===== src/rtl/srpt_pkg.sv =====
// Shared types and constants for the strongest reader presence table.
`timescale 1ns / 1ps
package srpt_pkg;

  localparam int TABLE_ENTRIES = 16;
  localparam int MAX_RESULTS   = 16;
  localparam int CNT_W         = $clog2(MAX_RESULTS + 1);

  localparam logic signed [9:0] STRENGTH_SENTINEL = -10'sd500;

  localparam logic [7:0]  RST_THRESHOLD = 8'hC4;  // -60 dBm
  localparam logic [15:0] RST_EXPIRY    = 16'd21;
  localparam logic [7:0]  RST_ABSENT    = 8'd0;

  localparam logic ACT_REPORT = 1'b0;
  localparam logic ACT_SWEEP  = 1'b1;

  localparam logic KIND_STATUS = 1'b0;
  localparam logic KIND_ENTRY  = 1'b1;

  localparam logic [1:0] CFG_THRESHOLD = 2'd0;
  localparam logic [1:0] CFG_EXPIRY    = 2'd1;
  localparam logic [1:0] CFG_ABSENT    = 2'd2;

  typedef enum logic [2:0] {
    ST_UPDATED  = 3'd0,
    ST_KEPT     = 3'd1,
    ST_INSERTED = 3'd2,
    ST_BELOW    = 3'd3,
    ST_INVALID  = 3'd4,
    ST_FULL     = 3'd5
  } status_t;

  typedef struct packed {
    logic               action;
    logic [15:0]        tag_id;
    logic [7:0]         floor_code;
    logic signed [7:0]  signal_strength;
    logic               tag_registered;
    logic [31:0]        timestamp;
  } in_word_t;

  typedef struct packed {
    logic        kind;
    status_t     status;
    logic [15:0] entry_tag_out;
    logic [7:0]  entry_floor_out;
    logic        last;
  } out_word_t;

  // Word handed from cell to cell.
  typedef struct packed {
    logic               active;
    logic               op;
    logic               done;
    status_t            status;
    logic [15:0]        tag;
    logic [7:0]         floor_code;
    logic signed [7:0]  rssi;
    logic [31:0]        stamp;
    logic [CNT_W-1:0]   count;
  } link_t;

  typedef struct packed {
    logic [15:0] expiry;
    logic [7:0]  absent_floor;
  } cell_cfg_t;

  typedef struct packed {
    logic        valid;
    logic [15:0] tag;
    logic [7:0]  floor_code;
    logic        last;
  } emit_t;

endpackage


===== src/rtl/srpt_cell.sv =====
// One table slot of the presence chain; processes the word passing through.
`timescale 1ns / 1ps
module srpt_cell (
  input  logic               clk,
  input  logic               rst_n,
  input  logic               adv,
  input  srpt_pkg::cell_cfg_t cfg,
  input  srpt_pkg::link_t    link_i,
  input  logic               next_valid_i,
  output srpt_pkg::link_t    link_o,
  output logic               valid_o,
  output srpt_pkg::emit_t    emit_o
);

  localparam logic [srpt_pkg::CNT_W-1:0] MAX_CNT =
    srpt_pkg::CNT_W'(srpt_pkg::MAX_RESULTS);

  logic               valid_r, valid_nxt;
  logic [15:0]        tag_r, tag_nxt;
  logic [7:0]         floor_r, floor_nxt;
  logic signed [9:0]  strength_r, strength_nxt;
  logic [31:0]        seen_r, seen_nxt;
  srpt_pkg::link_t    link_r, link_nxt;
  logic signed [9:0]  rssi_ext;
  logic [31:0]        age;
  logic [7:0]         swept_floor;

  assign rssi_ext    = {{2{link_i.rssi[7]}}, link_i.rssi};
  assign age         = link_i.stamp - seen_r;
  assign swept_floor = (age > {16'd0, cfg.expiry}) ? cfg.absent_floor : floor_r;

  always_comb begin
    valid_nxt    = valid_r;
    tag_nxt      = tag_r;
    floor_nxt    = floor_r;
    strength_nxt = strength_r;
    seen_nxt     = seen_r;
    link_nxt     = link_i;
    emit_o       = '0;
    if (link_i.active && link_i.op == srpt_pkg::ACT_REPORT && !link_i.done) begin
      if (valid_r && tag_r == link_i.tag) begin
        link_nxt.done = 1'b1;
        if (strength_r <= rssi_ext) begin
          floor_nxt       = link_i.floor_code;
          strength_nxt    = rssi_ext;
          seen_nxt        = link_i.stamp;
          link_nxt.status = srpt_pkg::ST_UPDATED;
        end else begin
          link_nxt.status = srpt_pkg::ST_KEPT;
        end
      end else if (!valid_r) begin
        valid_nxt       = 1'b1;
        tag_nxt         = link_i.tag;
        floor_nxt       = link_i.floor_code;
        strength_nxt    = rssi_ext;
        seen_nxt        = link_i.stamp;
        link_nxt.done   = 1'b1;
        link_nxt.status = srpt_pkg::ST_INSERTED;
      end
    end else if (link_i.active && link_i.op == srpt_pkg::ACT_SWEEP && valid_r) begin
      floor_nxt    = swept_floor;
      strength_nxt = srpt_pkg::STRENGTH_SENTINEL;
      if (link_i.count < MAX_CNT) begin
        emit_o.valid      = 1'b1;
        emit_o.tag        = tag_r;
        emit_o.floor_code = swept_floor;
        emit_o.last       = !next_valid_i || (link_i.count == MAX_CNT - 1'b1);
        link_nxt.count    = link_i.count + 1'b1;
      end
    end
  end

  always_ff @(posedge clk) begin
    if (!rst_n) begin
      valid_r <= 1'b0;
      link_r  <= '0;
    end else if (adv) begin
      valid_r <= valid_nxt;
      link_r  <= link_nxt;
    end
  end

  always_ff @(posedge clk) begin
    if (adv) begin
      tag_r      <= tag_nxt;
      floor_r    <= floor_nxt;
      strength_r <= strength_nxt;
      seen_r     <= seen_nxt;
    end
  end

  assign link_o  = link_r;
  assign valid_o = valid_r;

endmodule


===== config.mk =====
export PLATFORM = sky130hd
export DESIGN_NAME = srpt_cell
export DESIGN_NICKNAME = d
export VERILOG_FILES = /design/src/rtl/srpt_pkg.sv /design/src/rtl/srpt_cell.sv
export SDC_FILE = /design/constraint.sdc
export NUM_CORES = 1
export LEC_CHECK = 0
export BUFFER_PORTS_ARGS = -buffer_cell sky130_fd_sc_hd__buf_2
export CORE_MARGIN = 5
export CORE_UTILIZATION = 25
export CTS_CLUSTER_DIAMETER = 200
export CTS_CLUSTER_SIZE = 40
export DETAILED_ROUTE_END_ITERATION = 12
export PLACE_DENSITY = 0.48
export SLEW_MARGIN = 20
export SYNTH_ARGS = -nofsm -noshare
export SYNTH_HDL_FRONTEND = slang
export SYNTH_SLANG_ARGS = --single-unit

===== constraint.sdc =====
create_clock -name clk -period 6.15 [get_ports clk]
set_input_delay 1.23 -clock clk [delete_from_list [all_inputs] [get_ports clk]]
set_output_delay 1.23 -clock clk [all_outputs]
set_load 0.005 [all_outputs]

==> tab_implementation.tex <==
\begin{tabular}{lr}
\hline
Metric & Value \\
\hline
\multicolumn{2}{l}{\textbf{Global routing}} \\
Largest net degree at the start of global routing & 77 \\
Initial antenna violation count & 1 \\
GRT overflow & 0 \\
Total global routing track utilization & 12.9\% \\
Number of global-route vias before repair & 7292 \\
Wire length of the first global-routing pass & 39.8 mm \\
\multicolumn{2}{l}{\textbf{Power and ir drop}} \\
Internal cell power & 1870 uW \\
Overall power of the completed layout & 2570 uW \\
Share of total power in combinational logic & 18.0\% \\
Portion of total power attributed to sequential cells & 40.4\% \\
Fraction of power spent switching nets & 27.2\% \\
Net switching power & 698 uW \\
Total leakage power & 0.00498 uW \\
Worst vdd rail ir drop & 0.146 mV \\
Part of the total power dissipated in the clock network & 41.6\% \\
Power Density & 230 nW/um\^{}2 \\
\multicolumn{2}{l}{\textbf{Yosys}} \\
Synth Cell Area & 8510 um\^{}2 \\
Number of synthesized flops with an enable pin & 65 \\
Seq/Total Area, Yosys & 40.8\% \\
Ys async rst share & 0\% \\
Average size of a mapped cell & 9.82 um\^{}2 \\
Yosys warning count & 0 \\
Synthesis-stage register bit count & 141 \\
Number of unique standard cell types used by synthesis & 72 \\
Number of standard cells after synthesis & 866 \\
Main flop type after synthesis & sky130\_fd\_sc\_hd\_\_dfxtp\_1 \\
Synthesized Nets & 1027 \\
\multicolumn{2}{l}{\textbf{Timing}} \\
Count of final hold-check violations & 0 \\
Post-route worst setup slack & 108 ps \\
Period Utilization, post-route & 98.2\% \\
Tightest slew margin relative to the limit & 34.3\% \\
F\_max & 166 MHz \\
Slew @ Worst Pin & 982 ps \\
RSZ-0062 raised after global routing & yes \\
Max Transition Viols Final & 0 \\
Clock skew & 12.2 ps \\
Clock period minus final worst setup slack & 6040 ps \\
Final-report setup violation count & 0 \\
\multicolumn{2}{l}{\textbf{Floorplan}} \\
Placement row count & 67 \\
Placeable core area & 33500 um\^{}2 \\
Vertical die dimension & 194 um \\
Boundary pin count & 205 \\
Effective utilization at floorplan & 25.4\% \\
Die Wd & 194 um \\
Die outline area & 37800 um\^{}2 \\
\multicolumn{2}{l}{\textbf{Routing}} \\
Post-detailed-routing wire length & 25.1 mm \\
Average via count per standard cell & 4.49 \\
Routed WL per cell & 16.1 um \\
Pre-antenna DRT Iters & 4 \\
Met2 wire len & 12.0 mm \\
Routed length on met3 & 1.11 mm \\
Detail Route Antenna Nets & 0 \\
Top Layer Used & met5 \\
Via count & 7018 \\
Number of DRC markers after the initial detailed-route iteration & 283 \\
DRC violations left & 0 \\
Met1 routed wirelength after detailed routing & 11.7 mm \\
\multicolumn{2}{l}{\textbf{Clock network}} \\
Register clock-pin slew on the reported worst setup and hold paths & 60 ps \\
Maximum clock insertion buffer count & 2 \\
Clock H-tree levels & 4 \\
CTS sink count & 141 \\
Total of hold buffers inserted after clock tree synthesis & 0 \\
Clock latency of the later-clocked register in the worst-skew pair & 420 ps \\
Clock tree from TritonCTS & built \\
Inserted Clock Buffers & 17 \\
Clock root buffer & sky130\_fd\_sc\_hd\_\_clkbuf\_16 \\
\multicolumn{2}{l}{\textbf{Critical path}} \\
Data required, critical path & 4920 ps \\
Data arrival time of the critical path & 4810 ps \\
Critical Path Source Type & input pin \\
Kind of critical path & in2out \\
Worst Path Max Fanout & 8 \\
Register-to-Register Path Depth & 20 \\
Endpoint type of the worst setup path & output port \\
\multicolumn{2}{l}{\textbf{Final layout}} \\
NumNets Final & 1262 \\
Number of diodes & 0 \\
Total of fill cells in the finished design & 3582 \\
Area added between synthesis and finish & 31.1\% \\
Share of post-route cells with drive strength above 1 & 31.1\% \\
Fin util & 33.3\% \\
\multicolumn{2}{l}{\textbf{Placed design}} \\
Number of buffers inserted by port buffering & 204 \\
Routability cong. & 0.783 \\
Worst setup timing slack at the placement stage & -215 ps \\
Post-DP HPWL & 19.4 mm \\
\multicolumn{2}{l}{\textbf{Flow run}} \\
Number of maximum-capacitance constraint violations & 0 \\
\multicolumn{2}{l}{\textbf{Run status}} \\
Result of the run & finished clean \\
\multicolumn{2}{l}{\textbf{Hold path}} \\
Cells on Worst Hold Path & 1 \\
Class of the tightest hold or removal check & reg2reg \\
\hline
\end{tabular}
[cell families after synthesis]
family | after synthesis | share of synthesized area (%)
compound gates | 170 | 14.7
xor+xnor | 40 | 4.12
simple gates | 281 | 18.6
flops | 141 | 40.8
mux | 67 | 7.88
buf+inv | 109 | 5.24
fa+ha+maj | 58 | 8.62
[final timing paths]
check | slack, ps | from | end
max | 110 | link_i[5] | emit_o[8]
min | 480 | link_o[1] | link_o[1]
max reg2reg | 1880 | seen_r[1] | floor_r[1]
min reg2reg | 480 | link_o[1] | link_o[1]
[critical path, cell delays in order]
cell                       delay, ps
sky130_fd_sc_hd__buf_8            80
sky130_fd_sc_hd__inv_4            30
sky130_fd_sc_hd__ha_4            160
sky130_fd_sc_hd__fa_2            340
sky130_fd_sc_hd__nand2b_4        160
sky130_fd_sc_hd__a21oi_4         170
sky130_fd_sc_hd__nor2_2           70
sky130_fd_sc_hd__nor2_1          100
sky130_fd_sc_hd__a31oi_1         100
sky130_fd_sc_hd__xnor2_1         150
sky130_fd_sc_hd__ha_1            320
sky130_fd_sc_hd__nand4_1         150
sky130_fd_sc_hd__or4_4           550
sky130_fd_sc_hd__nand2_4          90
sky130_fd_sc_hd__and4bb_2        290
sky130_fd_sc_hd__nand4b_4        120
sky130_fd_sc_hd__buf_12          180
sky130_fd_sc_hd__o31ai_4         250
sky130_fd_sc_hd__a21oi_1          90
sky130_fd_sc_hd__buf_2           150
[area by class of cell]
cell class / count / area, um^2 / area share [%]
Multi-Input combinational cell: 616 / 4760 / 42.7
Clock buffer: 17 / 425 / 3.81
Timing Repair Buffer: 263 / 1510 / 13.6
Clock inverter: 15 / 181 / 1.63
Inverter: 62 / 235 / 2.11
Tap cell: 448 / 561 / 5.03
Sequential cell: 141 / 3470 / 31.1
[placed cells by master (no fill, tap or decap), drive strengths merged, types with 3 or more instances in the layout]
cell and count:
o21a 11, nand2b 6, nor3b 4, edfxtp 65, ha 57, nor2 41, a21boi 3, o21ai 29
nor3 9, mux2i 67, nor4 6, bufinv 3, dfxtp 76, and4 3, or3 3, inv 68
o31ai 9, nor4b 8, o211a 5, nand2 50, a41oi 3, clkbuf 17, nor2b 72, o2111ai 4
xnor2 13, a31oi 15, a21o 8, nand3 27, buf 263, a21oi 55, or4 3, xor2 27
a211oi 4, and2 19, clkinv 5, o211ai 6, o2bb2ai 3, nand4 17
[metal layers]
layer | global-route usage, % | up-vias
li1 | - | 3573
met1 | 16.6 | 3279
met2 | 21.9 | 141
met3 | 3.36 | 23
met4 | 2.81 | 2
met5 | 0 | -
[timing repair]
action,CTS,global route
setup buffers,3,0
resized for setup,14,32
setup endpoints to repair,8,8
gates cloned,0,0
pin swaps,12,12
[flip-flops by register name, summed over array words and instances, names as in the netlist]
signal	cells
floor_r	8
link_o	75
seen_r	32
strength_r	9
tag_r	16
valid_o	1
[power by group through the flow]
| stage | registers (uW) | logic [uW] | clock network [uW] |
|---|---|---|---|
| final | 1040 | 461 | 1070 |
| after global routing | 1040 | 515 | 1150 |
| after CTS | 1040 | 456 | 1110 |
| after detailed placement | 1060 | 449 | 0 |
| after global placement | 1060 | 446 | 0 |
| after floorplan | 1060 | 266 | 0 |
[synth_stat cells, drive strengths merged, types with 6 or more instances]
cell type   n  area [um^2]
a21oi      55          290
xor2       27          236
nand2      50          188
o21ai      29          145
mux2i      67          671
o211ai      6         45.0
a31oi      15         93.8
nor2b      72          453
a21o        8         60.1
nand4      17          106
dfxtp      76         1520
o31ai       9          178
clkbuf     29          110
xnor2      13          114
nor4b       8         70.1
nand2b      6         37.5
nor2       41          154
edfxtp     65         1950
and2       19          119
o21a       11         82.6
buf        18          103
nor4        6         50.0
nand3      27          135
ha         57          713
nor3        9         45.0
inv        62          233
[metrics by stage]
step | instance area (um^2) | setup TNS (ps) | instances | hold slack, ps
global placement | 10300 | -1090 | 1528 | 458
floorplan | 8510 | 0 | 866 | 471
finish | 11200 | 0 | 1562 | 480
CTS | 11000 | 0 | 1562 | 486
detailed placement | 10300 | -1570 | 1528 | 469
global route | 11200 | -918 | 1562 | 499
(Power assumes the default switching activity.)
